File: src/rtl/volume_moment_covariance_defines.svh
// Assertion helpers for the RTL, included by vmc_ctrl.
`ifndef VOLUME_MOMENT_COVARIANCE_DEFINES_SVH
`define VOLUME_MOMENT_COVARIANCE_DEFINES_SVH

// Same-cycle implication, checked out of reset.
`define VMC_ASSERT_NOW(name, ante, cons) \
    name: assert property (@(posedge clk) disable iff (!rst_n) (ante) |-> (cons)) \
        else $error("vmc check failed");

// Next-cycle implication, checked out of reset.
`define VMC_ASSERT_NEXT(name, ante, cons) \
    name: assert property (@(posedge clk) disable iff (!rst_n) (ante) |=> (cons)) \
        else $error("vmc check failed");

`endif

File: src/rtl/vmc_pkg.sv
package vmc_pkg;

    localparam int MAX_DIM_DEF    = 256;
    localparam int VOXEL_BITS_DEF = 16;

    localparam int VOXEL_PORT_BITS = 16;
    localparam int CFG_BITS        = 9;
    localparam int CFG_ADDR_BITS   = 4;
    localparam int APB_DATA_BITS   = 32;

    localparam int W_BITS    = 40;
    localparam int M1_BITS   = 48;
    localparam int M2_BITS   = 56;
    localparam int FRAC_BITS = 16;
    localparam int QUO_BITS  = 32;
    localparam int DVD_BITS  = M2_BITS + FRAC_BITS;
    localparam int DIV_STEPS = DVD_BITS;
    localparam int STEP_BITS = $clog2(DIV_STEPS);

    localparam int MEAN_BITS = 25;
    localparam int VAR_BITS  = 31;
    localparam int COV_BITS  = 32;

    localparam int NUM_AXES  = 3;
    localparam int NUM_PAIRS = 6;
    localparam int NUM_DIVS  = NUM_AXES + NUM_PAIRS;
    localparam int K_BITS    = $clog2(NUM_DIVS);

    typedef enum logic [1:0] {
        REG_WIDTH  = 2'd0,
        REG_HEIGHT = 2'd1,
        REG_DEPTH  = 2'd2
    } reg_idx_t;

    typedef struct packed {
        logic              accept;
        logic              clear;
        logic              div_load;
        logic              div_step;
        logic              div_store;
        logic              set_empty;
        logic [K_BITS-1:0] k;
    } cmd_t;

    typedef struct packed {
        logic last;
        logic w_zero;
    } status_t;

    // Pair order: xx yy zz xy yz xz
    function automatic logic [1:0] pair_a(input logic [2:0] j);
        logic [1:0] r;
        case (j)
            3'd0:    r = 2'd0;
            3'd1:    r = 2'd1;
            3'd2:    r = 2'd2;
            3'd3:    r = 2'd0;
            3'd4:    r = 2'd1;
            default: r = 2'd0;
        endcase
        return r;
    endfunction

    function automatic logic [1:0] pair_b(input logic [2:0] j);
        logic [1:0] r;
        case (j)
            3'd0:    r = 2'd0;
            3'd1:    r = 2'd1;
            3'd2:    r = 2'd2;
            3'd3:    r = 2'd1;
            3'd4:    r = 2'd2;
            default: r = 2'd2;
        endcase
        return r;
    endfunction

endpackage

File: src/rtl/vmc_ctrl.sv
`include "volume_moment_covariance_defines.svh"

module vmc_ctrl
    import vmc_pkg::*;
(
    input  logic    clk,
    input  logic    rst_n,
    input  logic    in_valid,
    output logic    in_ready,
    output logic    out_valid,
    input  logic    out_ready,
    input  logic    cfg_clear,
    input  status_t status,
    output cmd_t    cmd
);

    typedef enum logic [4:0] {
        ST_RUN    = 5'b00001,
        ST_SETTLE = 5'b00010,
        ST_LOAD   = 5'b00100,
        ST_DIV    = 5'b01000,
        ST_DONE   = 5'b10000
    } state_t;

    localparam logic [STEP_BITS-1:0] STEP_LAST = STEP_BITS'(DIV_STEPS - 1);
    localparam logic [K_BITS-1:0]    K_LAST    = K_BITS'(NUM_DIVS - 1);

    state_t               state_reg, state_next;
    logic [STEP_BITS-1:0] step_reg, step_next;
    logic [K_BITS-1:0]    k_reg, k_next;

    always_comb
    begin
        state_next    = state_reg;
        step_next     = step_reg;
        k_next        = k_reg;
        cmd.accept    = 1'b0;
        cmd.clear     = cfg_clear;
        cmd.div_load  = 1'b0;
        cmd.div_step  = 1'b0;
        cmd.div_store = 1'b0;
        cmd.set_empty = 1'b0;
        cmd.k         = k_reg;
        in_ready      = 1'b0;
        out_valid     = 1'b0;
        unique case (state_reg)
            ST_RUN:
            begin
                in_ready   = 1'b1;
                cmd.accept = in_valid;
                if (in_valid && status.last)
                begin
                    state_next = ST_SETTLE;
                    k_next     = '0;
                end
            end
            ST_SETTLE:
            begin
                state_next = ST_LOAD;
            end
            ST_LOAD:
            begin
                if (status.w_zero)
                begin
                    cmd.set_empty = 1'b1;
                    cmd.clear     = 1'b1;
                    state_next    = ST_DONE;
                end
                else
                begin
                    cmd.div_load = 1'b1;
                    step_next    = '0;
                    state_next   = ST_DIV;
                end
            end
            ST_DIV:
            begin
                cmd.div_step = 1'b1;
                if (step_reg == STEP_LAST)
                begin
                    cmd.div_store = 1'b1;
                    if (k_reg == K_LAST)
                    begin
                        cmd.clear  = 1'b1;
                        state_next = ST_DONE;
                    end
                    else
                    begin
                        k_next     = k_reg + 1'b1;
                        state_next = ST_LOAD;
                    end
                end
                else
                begin
                    step_next = step_reg + 1'b1;
                end
            end
            ST_DONE:
            begin
                out_valid = 1'b1;
                if (out_ready)
                begin
                    state_next = ST_RUN;
                end
            end
            default:
            begin
                state_next = ST_RUN;
            end
        endcase
    end

    always_ff @(posedge clk or negedge rst_n)
    begin
        if (!rst_n)
        begin
            state_reg <= ST_RUN;
            step_reg  <= '0;
            k_reg     <= '0;
        end
        else
        begin
            state_reg <= state_next;
            step_reg  <= step_next;
            k_reg     <= k_next;
        end
    end

    `VMC_ASSERT_NOW(a_ready_excludes_result, in_ready, !out_valid)
    `VMC_ASSERT_NEXT(a_last_voxel_settles, in_valid && in_ready && status.last, state_reg == ST_SETTLE)
    `VMC_ASSERT_NOW(a_store_on_final_step, cmd.div_store, step_reg == STEP_LAST)

endmodule

File: config.mk
export PLATFORM = sky130hd
export DESIGN_NAME = vmc_ctrl
export DESIGN_NICKNAME = d
export VERILOG_FILES = /design/src/rtl/vmc_pkg.sv /design/src/rtl/vmc_ctrl.sv
export VERILOG_INCLUDE_DIRS = /design/src /design/src/rtl
export SDC_FILE = /design/constraint.sdc
export NUM_CORES = 1
export LEC_CHECK = 0
export ABC_AREA = 1
export BUFFER_PORTS_ARGS = -buffer_cell sky130_fd_sc_hd__buf_2
export CORE_MARGIN = 2
export CORE_UTILIZATION = 25
export DETAILED_ROUTE_END_ITERATION = 10
export MAX_ROUTING_LAYER = met4
export SETUP_SLACK_MARGIN = 0.5
export SLEW_MARGIN = 15
export SYNTH_ARGS = -nofsm -noshare
export SYNTH_HDL_FRONTEND = slang
export SYNTH_SLANG_ARGS = --single-unit
File: constraint.sdc
create_clock -name clk -period 2 [get_ports clk]
set_clock_uncertainty 0.15 [all_clocks]
set_input_delay 0.3 -clock clk [delete_from_list [all_inputs] [get_ports clk]]
set_output_delay 0.3 -clock clk [all_outputs]
set_load 0.02 [all_outputs]
; Yosys cells after proc, flatten, opt, wreduce, memory -nomap -nowiden
; Index checks and enable logic that the tools add are counted.
[classes]
n_addsub = 2
n_eq_ne = 13
muxes = 26
n_reduce_logical = 6
[ops]
columns = operator, count
row1 = two-way mux 5 bit, 5
row2 = one-hot mux 5 bit (5 select lines), 1
row3 = two-way mux 7 bit, 2
row4 = one-hot mux 7 bit (2 select lines), 1
row5 = two-way mux 4 bit, 3
row6 = "!= test 2 bit, second input constant", 6
row7 = two-way mux 1 bit, 11
row8 = one-hot mux 4 bit (2 select lines), 1
row9 = "adder 7 x 1 -> 7 bit, second input constant", 1
row10 = "equality test 7 bit, second input constant", 1
row11 = AND reduction 3 bit, 2
row12 = "equality test 5 x 1 -> 1 bit, second input constant", 1
row13 = "equality test 5 x 2 -> 1 bit, second input constant", 1
row14 = "equality test 5 x 3 -> 1 bit, second input constant", 1
row15 = "equality test 5 x 4 -> 1 bit, second input constant", 1
row16 = "equality test 5 bit, second input constant", 1
row17 = "adder 4 x 1 -> 4 bit, second input constant", 1
row18 = "equality test 4 bit, second input constant", 1
row19 = AND reduction 4 bit, 1
row20 = nonzero test 2 bit, 2
row21 = two-way mux 2 bit, 1
row22 = one-hot mux 1 bit (2 select lines), 1
row23 = logical AND 1 bit, 1
[totals]
regBits = 16

; Longest topological paths before layout
[depth]
ltp_word = 4
mapped_depth = 9
depth_no_buf = 9

; Least setup slack after synthesis
; Ideal clock, no wire load.
[synth_path]
path_type = register to output
start = reg k_reg[0]
end = out cmd[8] in the netlist's numbering
t_arrival_ns = 1.408
setup_slack_ns = 0.142
stages_incl_launch_ff = 9
path_buffers = 0
path_cell_list = dfrtp_1 > inv_1 > ha_1 > nand2_1 > nor2_1 > nand3_1 > nand2_1 > inv_1 > o21bai_1
[synth_rtl]
columns = item, line_no
row1 = from (decl), vmc_ctrl.sv:30  ; logic [K_BITS-1:0] k_reg, k_next;
row2 = from (signal assigned), vmc_ctrl.sv:125  ; k_reg <= k_next;
row3 = to (decl), vmc_ctrl.sv:14  ; output cmd_t cmd

==> impl_metrics.env <==
export IMPL_grt_pass1_wl_mm=4.80
export IMPL_r2r_end="state_reg[0]"
export IMPL_startpoint_type="flip-flop"
export IMPL_die_area_mm2=0.00478
export IMPL_clk_pin_slew_ns=0.07
export IMPL_areaGrowthSynthToFinish_pct=67.5
export IMPL_drive_above_1_share=0.566
export IMPL_die_width_um=69.1
export IMPL_switching_share=0.437
export IMPL_synth_distinct_cells=28
export IMPL_cp_required_ns=1.55
export IMPL_netSwitchingPower_uw=839
export IMPL_initial_utilization=0.263
export IMPL_power_density_mw_per_mm2=1080
export IMPL_ctsHtreeMaxLevel=1
export IMPL_hold_class="input port to flip-flop"
export IMPL_cp_common_cell="nand3_4"
export IMPL_status="complete, but fails checks"
export IMPL_numCtsBuffers=3
export IMPL_core_area_mm2=0.00403
export IMPL_yosys_register_bits=16
export IMPL_grt_overflow=0
export IMPL_grtUsageTotal=0.125
export IMPL_ys_seq_area_frac=0.379
export IMPL_antenna_cells=0
export IMPL_ant_nets=0
export IMPL_setup_viol=1
export IMPL_synthAdderAreaFrac=0.0354
export IMPL_grt_max_degree=17
export IMPL_crit_path_max_incr_delay_ns=0.39
export IMPL_routedWlPerCell_um=12.8
export IMPL_syn_num_nets=142
export IMPL_holdCritStartpoint="out_ready"
export IMPL_clkPwrFrac=0.136
export IMPL_synthCells=132
export IMPL_p_seq_frac=0.266
export IMPL_critPathCaptureType="output pin"
export IMPL_whs_endpoint="state_reg[4]"
export IMPL_max_freq_ghz=0.493
export IMPL_seq_area_um2=409
export IMPL_largest_reg_flops=7
export IMPL_muxShareOfSynthArea=0
export IMPL_peakVddDrop_mv=0.321
export IMPL_min_period_ns=2.03
export IMPL_final_common_cell="buf_4"
export IMPL_multi_input_area_um2=736
export IMPL_worst_slew_pin_slew_ns=0.380
export IMPL_crit_family="flip-flops"
export IMPL_dr_pass1_iters=5
export IMPL_io_pins=19
export IMPL_io_buffer_count=18
export IMPL_cts_tree="yes"
export IMPL_layout_common_cells="25 x buf_4, 17 x nand2_1, 15 x buf_6, 13 x nor2_1, 12 x buf_2"
export IMPL_viasPerCell=4.67
export IMPL_antenna_found_initial=0
export IMPL_crit_fanout=4
export IMPL_vias=1117
export IMPL_max_cap_violations=0
export IMPL_cpMaxStageDelayCell="dfrtp_1"
export IMPL_r2r_slack_ns=0.11
export IMPL_final_util=0.441
export IMPL_clock_latency_ns=0.25
export IMPL_timing_final_crit_share=1.01
export IMPL_slew_viol_final=0
export IMPL_p_int_mw=1.08
export IMPL_crit_buf_inv=2
export IMPL_place_ws_ns=0.167
export IMPL_worstPathArrival_ns=1.58
export IMPL_slew_headroom=0.747
export IMPL_yosys_warnings=0
export IMPL_die_y_um=69.1
export IMPL_nNetsFinal=200
export IMPL_syn_avg_cell_area_um2=8.04
export IMPL_rsz0062_at_grt="true"
export IMPL_synth_top_family_by_area="simple AND/OR/NAND/NOR gates"
export IMPL_place_gp_congestion=0.737
export IMPL_synth_area_mm2=0.00106
export IMPL_power_leakage_nw=0.848
export IMPL_r2r_start="state_reg[0]"
export IMPL_filler_cell_count=395
export IMPL_synthSimpleGateAreaFrac=0.403
export IMPL_drt_iter0_markers=27
export IMPL_hold_depth=4
export IMPL_comb_power_share=0.598
export IMPL_routed_wl_mm=3.06
export IMPL_grt_pass1_vias=1026
export IMPL_root_buffer="clkbuf_8"
export IMPL_clock_path_buffers=2
export IMPL_dp_hpwl_mm=1.74
export IMPL_std_cell_rows=23
export IMPL_hold_viol=0
export IMPL_failed_checks="negative setup slack"
export IMPL_reg2regPathDepth=9
export IMPL_path_class="flip-flop to output pin"
export IMPL_clock_sinks=16
export IMPL_drc=0
export IMPL_synth_xor_area_share=0.0165
export IMPL_fin_ws_ns=-0.0288
export IMPL_synth_compound_area_frac=0.0884
export IMPL_worstPathCellList="ha_2, nand2_2, inv_2, nand3_4, nand2_8, nand3_4, o21bai_4, buf_6"
==> worst reg2reg max path, cell delays in order (launching register included) <==
cell	delay, ns
dfstp_2	0.59
inv_2	0.07
buf_4	0.13
buf_4	0.12
buf_4	0.12
buf_4	0.12
buf_4	0.12
nand4_1	0.13
nand3_1	0.10
o21ai_0	0.18
==> kinds of logic (layout without fill, tap and decap cells) <==
kind of cell | count (synthesis) | in the layout
xor gates and xnor gates | 2 | 2
buffers and inverters | 21 | 78
DFF | 16 | 16
and+or+nand+nor | 73 | 73
AOI/OAI and AO/OA | 17 | 17
adders and majority gates | 3 | 3
==> routing by layer <==
layer / up-vias / global-route usage / part of all wire
li1: 544 / - / -
met1: 539 / 0.154 / 0.43
met2: 28 / 0.205 / 0.52
met3: 6 / 0.0219 / 0.039
met4: 0 / 0.0436 / 0.014
met5: - / - / 0
==> per-stage QoR <==
stage	cells	hold WS (ns)	total power [mW]	setup TNS, ns	instance area (um^2)
global route	239	0.306	2.03	-0.0992	1780
finish	239	0.282	1.92	-0.0288	1780
global placement	200	0.0926	1.13	0	1250
detailed placement	200	0.0936	1.13	0	1250
CTS	226	0.319	1.65	0	1560
floorplan	132	-0.146	0.974	0	1100
==> power by group through the flow <==
| stage | Combinational, mW | Clock, mW | Sequential (mW) |
|---|---|---|---|
| 2_1_floorplan | 0.488 | 0 | 0.486 |
| 3_3_place_gp | 0.635 | 0 | 0.499 |
| 3_5_place_dp | 0.632 | 0 | 0.500 |
| 4_1_cts | 0.896 | 0.262 | 0.496 |
| 5_1_grt | 1.23 | 0.278 | 0.524 |
| 6_report | 1.15 | 0.261 | 0.510 |
==> worst max-delay path by stage <==
| stage | slack, ns | to | start | cells after the start |
|---|---|---|---|---|
| final | -0.03 | cmd[8] | step_reg[1] | 8 |
| after global routing | -0.09 | cmd[8] | step_reg[1] | 8 |
| after CTS | 0.06 | cmd[8] | step_reg[1] | 8 |
| after detailed placement | 0.17 | cmd[8] | step_reg[0] | 8 |
| after global placement | 0.17 | cmd[8] | step_reg[0] | 8 |
| after floorplan | 0.35 | cmd[8] | k_reg[0] | 8 |
==> layout make-up <==
cell class,count,share of cell area
Clock buffer,4,0.0254
Timing Repair Buffer,54,0.251
Multi-Input combinational cell,95,0.414
Inverter,20,0.0437
Sequential cell,16,0.230
Tap cell,50,0.0352
==> synthesized netlist by cell type, drive strengths merged <==
library cell,n,area (um^2)
nand2,26,134
nor2,21,123
inv,20,75.1
nand3,19,128
dfrtp,15,375
o21ai,14,73.8
nand4,5,31.3
ha,3,37.5
a21oi,1,5.00
and2,1,6.26
buf,1,7.51
dfstp,1,26.3
nor4,1,6.26
o21bai,1,7.51
o31ai,1,7.51
xnor2,1,8.76
xor2,1,8.76
==> repair_timing <==
action	CTS	global route
pin swaps	9	17
hold buffers	1	0
hold endpoints to repair	15	0
setup buffers	21	13
setup endpoints to repair	16	23
resized for setup	32	36
No activity file was read; power rests on OpenSTA's default activity.
